**config.mk**
```make
export PLATFORM = sky130hd
export DESIGN_NAME = relocation_patch_calculator_top
export DESIGN_NICKNAME = d
export VERILOG_FILES = /design/src/design/rpc_pkg.sv /design/src/design/rpc_prep.sv /design/src/design/rpc_combine.sv /design/src/design/rpc_finish.sv /design/src/design/relocation_patch_calculator_top.sv
export SDC_FILE = /design/constraint.sdc
export NUM_CORES = 2
export LEC_CHECK = 0
export ABC_AREA = 0
export BUFFER_PORTS_ARGS = -buffer_cell sky130_fd_sc_hd__buf_4
export CORE_MARGIN = 1.5
export CORE_UTILIZATION = 30
export DETAILED_ROUTE_END_ITERATION = 12
export PLACE_DENSITY_LB_ADDON = 0.1
export SLEW_MARGIN = 25
export SYNTH_ARGS = -nofsm -noshare
export SYNTH_HDL_FRONTEND = slang
export SYNTH_HIERARCHICAL = 1
export SYNTH_SLANG_ARGS = --single-unit
export TNS_END_PERCENT = 100
```
**constraint.sdc**
```tcl
create_clock -name clk -period 16.6 [get_ports clk]
set_input_delay 0.83 -clock clk [delete_from_list [all_inputs] [get_ports clk]]
set_output_delay 0.83 -clock clk [all_outputs]
set_load 0.01 [all_outputs]
```
**src/design/rpc_pkg.sv**
```systemverilog
// Shared types, codes and helpers for the relocation patch calculator.
// No dependencies; used by every module in the design folder.
package rpc_pkg;

  localparam int ADDR_WIDTH = 64;
  localparam logic [63:0] ADDR_MASK =
    (ADDR_WIDTH >= 64) ? {64{1'b1}} : ((64'd1 << ADDR_WIDTH) - 64'd1);

  localparam int CFG_INDEX_W = 3;
  localparam logic [CFG_INDEX_W-1:0] CFG_CACHE_BASE     = 3'd0;
  localparam logic [CFG_INDEX_W-1:0] CFG_ORIG_LOAD_BASE = 3'd1;
  localparam logic [CFG_INDEX_W-1:0] CFG_CACHE_OFFSET   = 3'd2;
  localparam logic [CFG_INDEX_W-1:0] CFG_SHADOW_OFFSET  = 3'd3;
  localparam logic [CFG_INDEX_W-1:0] CFG_SEGMENT_BASE   = 3'd4;
  localparam logic [CFG_INDEX_W-1:0] CFG_SHADOW_MODE    = 3'd5;

  localparam logic [1:0] MODE_SEGMENT    = 2'd1;
  localparam logic [1:0] MODE_SEGMENT_PP = 2'd2;

  localparam logic [3:0] SEL_RIP      = 4'd0;
  localparam logic [3:0] SEL_BRANCH   = 4'd1;
  localparam logic [3:0] SEL_SHADOW   = 4'd2;
  localparam logic [3:0] SEL_CACHE_IM = 4'd3;
  localparam logic [3:0] SEL_CACHE_HI = 4'd4;
  localparam logic [3:0] SEL_CACHE_LO = 4'd5;
  localparam logic [3:0] SEL_ORIG_HI  = 4'd6;
  localparam logic [3:0] SEL_ORIG_LO  = 4'd7;
  localparam logic [3:0] SEL_TRAMP    = 4'd8;
  localparam logic [3:0] SEL_DBG_HI   = 4'd9;
  localparam logic [3:0] SEL_DBG_LO   = 4'd10;

  localparam logic [2:0] ST_OK       = 3'd0;
  localparam logic [2:0] ST_PAST_END = 3'd1;
  localparam logic [2:0] ST_BAD_SIZE = 3'd2;
  localparam logic [2:0] ST_NO_TRAMP = 3'd3;
  localparam logic [2:0] ST_NO_SEG   = 3'd4;

  localparam logic [7:0] PATCH_BYTES = 8'd4;

  typedef struct packed {
    logic [63:0] cache_base;
    logic [63:0] orig_load_base;
    logic [63:0] cache_offset;
    logic [63:0] shadow_offset;
    logic [63:0] segment_base;
    logic [1:0]  shadow_mode;
  } cfg_t;

  typedef struct packed {
    logic [3:0]  reloc_kind;
    logic        debug_low;
    logic [15:0] patch_pos;
    logic [7:0]  patch_size;
    logic [31:0] addend;
    logic [63:0] reloc_value;
    logic [63:0] block_addr;
    logic [15:0] block_len;
    logic [31:0] origin_offset;
    logic        has_fallthrough;
    logic [63:0] dest_addr;
    logic [63:0] trampoline_offset;
  } item_t;

  typedef struct packed {
    logic [3:0]  sel;
    logic [2:0]  status;
    logic [63:0] patch_addr;
    logic [63:0] cc_load;
    logic [63:0] gen_rel;
    logic [63:0] tgt_rel;
    logic [63:0] vo_sum;
    logic [31:0] addend;
    logic [31:0] value_lo;
    logic [31:0] cur_bbl_lo;
    logic [31:0] tramp_lo;
    logic [31:0] virt_ss_lo;
    logic [31:0] cache_off_lo;
  } s1_t;

  typedef struct packed {
    logic [3:0]  sel;
    logic [2:0]  status;
    logic [63:0] patch_addr;
    logic [63:0] cur_rbbl;
    logic [63:0] tgt_reloc;
    logic [31:0] rip_part;
    logic [31:0] addend;
    logic [31:0] simple_word;
  } s2_t;

  typedef struct packed {
    logic [63:0] patch_addr;
    logic [31:0] patch_word;
    logic [2:0]  status;
  } res_t;

  function automatic logic [63:0] amask(input logic [63:0] v);
    return v & ADDR_MASK;
  endfunction

  function automatic logic [31:0] hi_half(input logic [63:0] v);
    logic [63:0] m;
    m = v & ADDR_MASK;
    return m[63:32];
  endfunction

endpackage

```
**src/design/rpc_prep.sv**
```systemverilog
// First pipeline stage: kind decode, status checks and the independent sums.
// Depends on rpc_pkg.
module rpc_prep (
  input  logic           clk,
  input  logic           rst,
  input  rpc_pkg::cfg_t  cfg,
  input  logic           up_valid,
  output logic           up_ready,
  input  rpc_pkg::item_t item,
  output logic           dn_valid,
  input  logic           dn_ready,
  output rpc_pkg::s1_t   dn_data
);

  logic         advance;
  logic         seg_mode;
  logic         sized;
  logic [3:0]   sel;
  logic [2:0]   status_next;
  logic [63:0]  tgt_src;
  logic [63:0]  virt_ss;
  rpc_pkg::s1_t data_next;

  assign advance  = !dn_valid || dn_ready;
  assign up_ready = advance;

  always_comb begin
    seg_mode = (cfg.shadow_mode == rpc_pkg::MODE_SEGMENT) ||
               (cfg.shadow_mode == rpc_pkg::MODE_SEGMENT_PP);
    sel   = item.debug_low ? rpc_pkg::SEL_DBG_LO : item.reloc_kind;
    sized = (sel <= rpc_pkg::SEL_CACHE_IM) || (sel == rpc_pkg::SEL_TRAMP);
    if (item.patch_pos >= item.block_len) begin
      status_next = rpc_pkg::ST_PAST_END;
    end else if (seg_mode && (cfg.segment_base == 64'd0)) begin
      status_next = rpc_pkg::ST_NO_SEG;
    end else if (sized && (item.patch_size != rpc_pkg::PATCH_BYTES)) begin
      status_next = rpc_pkg::ST_BAD_SIZE;
    end else if ((sel == rpc_pkg::SEL_TRAMP) && (item.trampoline_offset == 64'd0)) begin
      status_next = rpc_pkg::ST_NO_TRAMP;
    end else begin
      status_next = rpc_pkg::ST_OK;
    end
    tgt_src = item.has_fallthrough ? item.dest_addr : cfg.cache_base;
    // Branch uses the target even without fallthrough
    if (sel == rpc_pkg::SEL_BRANCH) tgt_src = item.dest_addr;
    virt_ss = seg_mode ? cfg.shadow_offset + cfg.segment_base : cfg.shadow_offset;

    data_next.sel          = sel;
    data_next.status       = status_next;
    data_next.patch_addr   = rpc_pkg::amask(item.block_addr + {48'd0, item.patch_pos});
    data_next.cc_load      = rpc_pkg::amask(cfg.orig_load_base + cfg.cache_offset);
    data_next.gen_rel      = item.block_addr - cfg.cache_base;
    data_next.tgt_rel      = tgt_src - cfg.cache_base;
    data_next.vo_sum       = item.reloc_value + cfg.orig_load_base;
    data_next.addend       = item.addend;
    data_next.value_lo     = item.reloc_value[31:0];
    data_next.cur_bbl_lo   = cfg.orig_load_base[31:0] + item.origin_offset;
    data_next.tramp_lo     = item.trampoline_offset[31:0];
    data_next.virt_ss_lo   = virt_ss[31:0];
    data_next.cache_off_lo = cfg.cache_offset[31:0];
  end

  always_ff @(posedge clk) begin
    if (rst) begin
      dn_valid <= 1'b0;
    end else if (advance) begin
      dn_valid <= up_valid;
    end
  end

  always_ff @(posedge clk) begin
    if (advance && up_valid) begin
      dn_data <= data_next;
    end
  end

endmodule

```
**src/design/rpc_combine.sv**
```systemverilog
// Second pipeline stage: relocated block and target addresses, simple kinds.
// Depends on rpc_pkg.
module rpc_combine (
  input  logic         clk,
  input  logic         rst,
  input  logic         up_valid,
  output logic         up_ready,
  input  rpc_pkg::s1_t up_data,
  output logic         dn_valid,
  input  logic         dn_ready,
  output rpc_pkg::s2_t dn_data
);

  logic         advance;
  logic [31:0]  simple;
  rpc_pkg::s2_t data_next;

  assign advance  = !dn_valid || dn_ready;
  assign up_ready = advance;

  always_comb begin
    case (up_data.sel)
      rpc_pkg::SEL_SHADOW:   simple = up_data.addend - up_data.virt_ss_lo;
      rpc_pkg::SEL_CACHE_IM: simple = up_data.cache_off_lo + up_data.addend;
      rpc_pkg::SEL_ORIG_HI:  simple = rpc_pkg::hi_half(up_data.vo_sum);
      rpc_pkg::SEL_ORIG_LO:  simple = up_data.vo_sum[31:0];
      rpc_pkg::SEL_TRAMP:    simple = up_data.tramp_lo + up_data.addend;
      default:               simple = 32'd0;
    endcase
    data_next.sel         = up_data.sel;
    data_next.status      = up_data.status;
    data_next.patch_addr  = up_data.patch_addr;
    data_next.cur_rbbl    = rpc_pkg::amask(up_data.gen_rel + up_data.cc_load);
    data_next.tgt_reloc   = rpc_pkg::amask(up_data.tgt_rel + up_data.cc_load);
    data_next.rip_part    = up_data.value_lo + up_data.cur_bbl_lo + up_data.addend;
    data_next.addend      = up_data.addend;
    data_next.simple_word = simple;
  end

  always_ff @(posedge clk) begin
    if (rst) begin
      dn_valid <= 1'b0;
    end else if (advance) begin
      dn_valid <= up_valid;
    end
  end

  always_ff @(posedge clk) begin
    if (advance && up_valid) begin
      dn_data <= data_next;
    end
  end

endmodule

```
**src/design/rpc_finish.sv**
```systemverilog
// Third pipeline stage and output register: final word select and status gate.
// Depends on rpc_pkg.
module rpc_finish (
  input  logic          clk,
  input  logic          rst,
  input  logic          up_valid,
  output logic          up_ready,
  input  rpc_pkg::s2_t  up_data,
  output logic          dn_valid,
  input  logic          dn_ready,
  output rpc_pkg::res_t dn_data
);

  logic          advance;
  logic [31:0]   word;
  rpc_pkg::res_t data_next;

  assign advance  = !dn_valid || dn_ready;
  assign up_ready = advance;

  always_comb begin
    case (up_data.sel)
      rpc_pkg::SEL_RIP:      word = up_data.rip_part - up_data.cur_rbbl[31:0];
      rpc_pkg::SEL_BRANCH:   word = up_data.tgt_reloc[31:0] - up_data.cur_rbbl[31:0]
                                    + up_data.addend;
      rpc_pkg::SEL_SHADOW,
      rpc_pkg::SEL_CACHE_IM,
      rpc_pkg::SEL_ORIG_HI,
      rpc_pkg::SEL_ORIG_LO,
      rpc_pkg::SEL_TRAMP:    word = up_data.simple_word;
      rpc_pkg::SEL_CACHE_HI: word = rpc_pkg::hi_half(up_data.tgt_reloc);
      rpc_pkg::SEL_CACHE_LO: word = up_data.tgt_reloc[31:0];
      rpc_pkg::SEL_DBG_HI:   word = rpc_pkg::hi_half(up_data.cur_rbbl);
      rpc_pkg::SEL_DBG_LO:   word = up_data.cur_rbbl[31:0];
      default:               word = 32'd0;
    endcase
    data_next.patch_addr = up_data.patch_addr;
    data_next.patch_word = (up_data.status == rpc_pkg::ST_OK) ? word : 32'd0;
    data_next.status     = up_data.status;
  end

  always_ff @(posedge clk) begin
    if (rst) begin
      dn_valid <= 1'b0;
    end else if (advance) begin
      dn_valid <= up_valid;
    end
  end

  always_ff @(posedge clk) begin
    if (advance && up_valid) begin
      dn_data <= data_next;
    end
  end

endmodule

```
**src/design/relocation_patch_calculator_top.sv**
```systemverilog
// Relocation patch calculator: one relocation entry in, one patch address,
// patch word and status out. Three register stages (prep, combine, finish);
// one item per cycle sustained while the output drains.
// Each stage holds while the next is full and stalled, so in_ready falls only
// once all three stages hold items. Configuration is written through a plain
// write port and must only change while no item is in flight.
// Depends on rpc_pkg, rpc_prep, rpc_combine and rpc_finish.
module relocation_patch_calculator_top (
  input  logic                            clk,
  input  logic                            rst,
  input  logic                            cfg_write,
  input  logic [rpc_pkg::CFG_INDEX_W-1:0] cfg_index,
  input  logic [63:0]                     cfg_data,
  input  logic                            in_valid,
  output logic                            in_ready,
  input  logic [3:0]                      reloc_kind,
  input  logic                            debug_low,
  input  logic [15:0]                     patch_pos,
  input  logic [7:0]                      patch_size,
  input  logic signed [31:0]              addend,
  input  logic [63:0]                     reloc_value,
  input  logic [63:0]                     block_addr,
  input  logic [15:0]                     block_len,
  input  logic [31:0]                     origin_offset,
  input  logic                            has_fallthrough,
  input  logic [63:0]                     dest_addr,
  input  logic [63:0]                     trampoline_offset,
  output logic                            out_valid,
  input  logic                            out_ready,
  output logic [63:0]                     patch_addr,
  output logic signed [31:0]              patch_word,
  output logic [2:0]                      status
);

  rpc_pkg::cfg_t  cfg;
  rpc_pkg::item_t item;
  rpc_pkg::s1_t   s1_data;
  rpc_pkg::s2_t   s2_data;
  rpc_pkg::res_t  res;
  logic           s1_valid;
  logic           s1_ready;
  logic           s2_valid;
  logic           s2_ready;

  always_ff @(posedge clk) begin
    if (rst) begin
      cfg <= '0;
    end else if (cfg_write) begin
      case (cfg_index)
        rpc_pkg::CFG_CACHE_BASE:     cfg.cache_base     <= cfg_data;
        rpc_pkg::CFG_ORIG_LOAD_BASE: cfg.orig_load_base <= cfg_data;
        rpc_pkg::CFG_CACHE_OFFSET:   cfg.cache_offset   <= cfg_data;
        rpc_pkg::CFG_SHADOW_OFFSET:  cfg.shadow_offset  <= cfg_data;
        rpc_pkg::CFG_SEGMENT_BASE:   cfg.segment_base   <= cfg_data;
        rpc_pkg::CFG_SHADOW_MODE:    cfg.shadow_mode    <= cfg_data[1:0];
        default: ;
      endcase
    end
  end

  always_comb begin
    item.reloc_kind        = reloc_kind;
    item.debug_low         = debug_low;
    item.patch_pos         = patch_pos;
    item.patch_size        = patch_size;
    item.addend            = addend;
    item.reloc_value       = reloc_value;
    item.block_addr        = block_addr;
    item.block_len         = block_len;
    item.origin_offset     = origin_offset;
    item.has_fallthrough   = has_fallthrough;
    item.dest_addr         = dest_addr;
    item.trampoline_offset = trampoline_offset;
  end

  rpc_prep u_prep (
    .clk      (clk),
    .rst      (rst),
    .cfg      (cfg),
    .up_valid (in_valid),
    .up_ready (in_ready),
    .item     (item),
    .dn_valid (s1_valid),
    .dn_ready (s1_ready),
    .dn_data  (s1_data)
  );

  rpc_combine u_combine (
    .clk      (clk),
    .rst      (rst),
    .up_valid (s1_valid),
    .up_ready (s1_ready),
    .up_data  (s1_data),
    .dn_valid (s2_valid),
    .dn_ready (s2_ready),
    .dn_data  (s2_data)
  );

  rpc_finish u_finish (
    .clk      (clk),
    .rst      (rst),
    .up_valid (s2_valid),
    .up_ready (s2_ready),
    .up_data  (s2_data),
    .dn_valid (out_valid),
    .dn_ready (out_ready),
    .dn_data  (res)
  );

  assign patch_addr = res.patch_addr;
  assign patch_word = res.patch_word;
  assign status     = res.status;

  a_word_zero_on_error: assert property (@(posedge clk) disable iff (rst)
    out_valid && (status != rpc_pkg::ST_OK) |-> patch_word == 32'sd0)
    else $error("nonzero patch word with error status");

  a_status_range: assert property (@(posedge clk) disable iff (rst)
    out_valid |-> status <= rpc_pkg::ST_NO_SEG)
    else $error("status code out of range");

  a_stall_only_when_full: assert property (@(posedge clk) disable iff (rst)
    !in_ready |-> out_valid && !out_ready && s1_valid && s2_valid)
    else $error("input stalled with room in the pipeline");

  a_drain_moves: assert property (@(posedge clk) disable iff (rst)
    s2_valid && !out_valid |=> out_valid)
    else $error("item lost between last stages");

endmodule
```
# --- Yosys cells after proc, flatten, opt, wreduce, memory -nomap -nowiden ---
# Cells that the tools add are included.
# W data, S select, Z words.
classes:
  add_sub_neg: 17
  multipliers: 0
  div: 0
  order_cmp: 2
  n_eq_ne: 25
  shifts: 0
  mux: 9
  bitwise: 0
  n_reduce_logical: 27
op_table:
  columns: ["op", "n"]
  rows:
  - ["$add A64 B64 Y64", 4]
  - ["$add A32 B32 Y32", 7]
  - ["$pmux W32 S7", 1]
  - ["$pmux W32 S5", 1]
  - ["$logic_not A64 Y1", 2]
  - ["$mux W64", 2]
  - ["$sub A64 B64 Y64", 2]
  - ["$sub A32 B32 Y32", 3]
  - ["$add A64 B16 Y64", 1]
  - ["$mux W32", 1]
  - ["$eq A4 B3 Y1 const B", 6]
  - ["$eq A4 B4 Y1 const B", 5]
  - ["$eq A4 B2 Y1 const B", 4]
  - ["$ge A16 B16 Y1", 1]
  - ["$reduce_and A2 Y1", 6]
  - ["$eq A4 B1 Y1 const B", 2]
  - ["$ne A8 B3 Y1 const B", 1]
  - ["$eq A3 B2 Y1 const B", 2]
  - ["$eq A3 B3 Y1 const B", 2]
  - ["$logic_and A1 B1 Y1", 6]
  - ["$logic_not A3 Y1", 2]
  - ["$mux W3", 2]
  - ["$logic_or A1 B1 Y1", 5]
  - ["$reduce_or A5 Y1", 1]
  - ["9 further kinds", 11]
totals:
  ff_bits: 1206
  latchBits: 0
  ramBits: 0
  rom_bits: 0
  in_bits: 438
  output_inout_bits: 101
  word_cells: 114
  memories: 0

# --- Logic depth before layout (Yosys ltp) ---
logic_depth:
  word_depth: 6
  mapped_depth: 19
  mapped_depth_nobuf: 18

# --- Hierarchy ---
# The synthesis kept the hierarchy.
modules_own_cells:
  columns: ["mod", "n_inst", "cells_each", "area_each_um2", "seq_area_each_um2"]
  rows:
  - ["rpc_prep", 1, 3707, 37105.6, 15605.0]
  - ["rpc_combine", 1, 2059, 21284.2, 8878.5]
  - ["relocation_patch_calculator_top", 1, 1117, 12528.3, 6446.2]
  - ["rpc_finish", 1, 1000, 8988.6, 2992.9]

# --- Worst setup path after synthesis ---
# No wires, ideal clock.
synth_timing:
  path_type: "input-to-reg"
  startpoint: "input out_ready"
  endpoint: "register u_prep/dn_data[0] (netlist bit), enable pin"
  setup_time_ps: 953
  arrival_time_ps: 13026
  t_required_ps: 15647
  path_slack_ps: 2620
  stages: 4
  n_path_buf: 0
  path_cell_list: "nand2b_1 > nand2b_1 > nand2b_1 > and2_1"
synth_between:
  elab_chain_cells: 4
synth_lines:
  columns: ["element", "line", "source"]
  rows:
  - ["start, declared", "relocation_patch_calculator_top.sv:29", "input logic out_ready,"]
  - ["$logic_or A1 B1 Y1", "rpc_finish.sv:18", "assign advance = !dn_valid || dn_ready;"]
  - ["$logic_or A1 B1 Y1", "rpc_combine.sv:18", "assign advance = !dn_valid || dn_ready;"]
  - ["named net s1_ready", "relocation_patch_calculator_top.sv:41", "logic s1_ready;"]
  - ["$logic_or A1 B1 Y1", "rpc_prep.sv:24", "assign advance = !dn_valid || dn_ready;"]
  - ["named net in_ready", "relocation_patch_calculator_top.sv:15", "output logic in_ready,"]
  - ["$logic_and A1 B1 Y1", "rpc_prep.sv:72", "if (advance && up_valid) begin"]
  - ["end signal, assigned", "rpc_prep.sv:73", "dn_data <= data_next;"]
  - ["end, declared", "rpc_prep.sv:12", "output rpc_pkg::s1_t dn_data"]
# The timed path passes the listed nets, and every way through them passes these cells.
# A chain may end at the register's enable or synchronous reset.

==> flow_summary.ini <==
[final_layout]
final_common_cell = edfxtp_1
multi_input_area_mm2 = 0.0427
post-route-cell-area_mm2 = 0.0917
layout.nets = 9352
area_growth_pct = 16.5
final_cell_mix = edfxtp_1, a21oi_1, ha_1
drive_gt1_frac = 0.123
nFillCells = 26400
regArea_mm2 = 0.0333

[grt]
overflow = 0
grt_max_degree = 120
grt_pass1_vias = 62200
met3_usage = 0.0230
met1_usage = 0.368
grt_pass1_wl_um = 466000
busiest_layer = met2
grt_usage = 0.248
use_met2 = 0.370
antenna_found_initial = 54

[floorplanning]
initial_core_util = 0.303
ios = 539
die-area_mm2 = 0.265
row_count = 187
fp.dieH_um = 515
core_area_mm2 = 0.260
die_w_um = 515

[timing]
rsz0062_at_grt = no
worstMarginPinSlew_ns = 1.06
holdWs_ns = 0.181
finalHoldViolCount = 0
fin_crit_sh = 0.352
finalSetupViolCount = 0
clock_skew_ns = 0.0362
drv_slew = 0
slew_headroom = 0.288
period_minus_slack_ns = 5.84
fin_tns_setup_ns = 0
fmax_mhz = 171

[cts]
clk_pin_slew_worst_paths_ns = 0.06
post_cts_buffers = 0
root_buffer = clkbuf_16
insertion_delay_ns = 0.83
clockBufferDepth = 3
cts_hold_buf = 0
h-tree-depth = 4
cts_tree = built
clock-sinks = 1206
cts_buffers = 154
ctsResizeCount = 0

[placed_design]
dp_hpwl_um = 282000
place_congestion = 0.939
portBuffers = 538
placed_area_mm2 = 0.0866

[pwr]
power_leakage_nw = 37.8
power_density_mw_per_mm2 = 105
finalPower_mw = 9.59
irDropWorstVdd_uv = 109

[routing]
via_per_inst = 5.32
drc = 0
routedWlPerCell_um = 28.5
ant_nets = 0
drt_iter0_drc = 5819
dr.pass1.iters = 8
finalWirelength_um = 339000
vias = 63200

[yosys]
yosysWarningCount = 6
syn_avg_cell_area_um2 = 10.1
syn-cell-area_mm2 = 0.0787
syn-num-nets = 8898
syn_inst = 7782

[critical_path]
cp_max_fo = 8
cp-start-kind = register
worstPathArrival_ns = 6.42
end_kind = register
crit_type = register to register
cp.required_ns = 17.17
reg2reg_depth = 17

[status]
outcome = completed

[flow_run]
max-cap-violations = 0

[hold_path]
hold_class = primary input to register
min_path_cells = 1
-- per-layer routing --
metal	wire length, µm	vias up
li1	-	29600
met3	15900	379
met2	143000	2113
met1	167000	31100
met4	13400	0
met5	0	-
-- sequential cells by signal, summed over array words and instances (netlist names) --
register            count
u_finish/dn_data       99
u_combine/dn_valid      1
u_prep/dn_valid         1
u_finish/dn_valid       1
cfg                   290
u_prep/dn_data        519
u_combine/dn_data     295
-- power breakdown --
group / total (mW) / switching (mW) / internal, mW / leakage (nW)
clock network: 3.45 / 1.44 / 2.01 / 2.49
logic: 2.38 / 1.50 / 0.883 / 24.1
registers: 3.75 / 0.218 / 3.54 / 11.2
-- final cells by class --
cell class | instances | area share
sequential | 1206 | 0.363
antenna | 16 | 0.000436
inverter | 442 | 0.0181
clock inverter | 90 | 0.0108
multi-input combinational | 5827 | 0.465
timing repair buffer | 605 | 0.0496
clock buffer | 195 | 0.0454
tap | 3496 | 0.0477
-- worst max-delay path, stage by stage (launching register included) --
cell,delay (ns)
edfxtp_1,0.43
or3_1,0.44
nor4_2,0.53
nand2_1,0.19
nor3_1,0.43
xor2_1,0.12
o21ai_0,0.37
ha_1,0.40
a21oi_1,0.30
nand2_1,0.08
a221oi_1,0.42
a21o_1,0.18
o211ai_1,0.20
o31ai_1,0.55
a31oi_1,0.19
a221oi_1,0.44
mux2i_1,0.24
nand2_1,0.08
-- worst paths after layout --
kind	endpoint	startpoint	slack [ns]
worst max-delay path	u_combine/dn_data[31]$_DFFE_PP_	u_prep/dn_data[34]$_DFFE_PP_	10.76
worst min-delay path	u_prep/dn_data[163]$_DFFE_PP_	addend[3]	0.18
worst max register to register	u_combine/dn_data[31]$_DFFE_PP_	u_prep/dn_data[34]$_DFFE_PP_	10.76
worst min register to register	u_combine/dn_data[271]$_DFFE_PP_	u_prep/dn_data[495]$_DFFE_PP_	0.41
-- metrics by stage --
| step | instances | util | setup WS, ns |
|---|---|---|---|
| 2_1_floorplan | 7782 | - | 2.62 |
| 3_3_place_gp | 11600 | 0.333 | 9.86 |
| 3_5_place_dp | 11600 | 0.333 | 9.94 |
| 4_1_cts | 11900 | 0.352 | 10.82 |
| 5_1_grt | 11900 | 0.353 | 10.17 |
| 6_report | 11900 | 0.353 | 10.76 |
No activity file was read; power rests on OpenSTA's default activity.
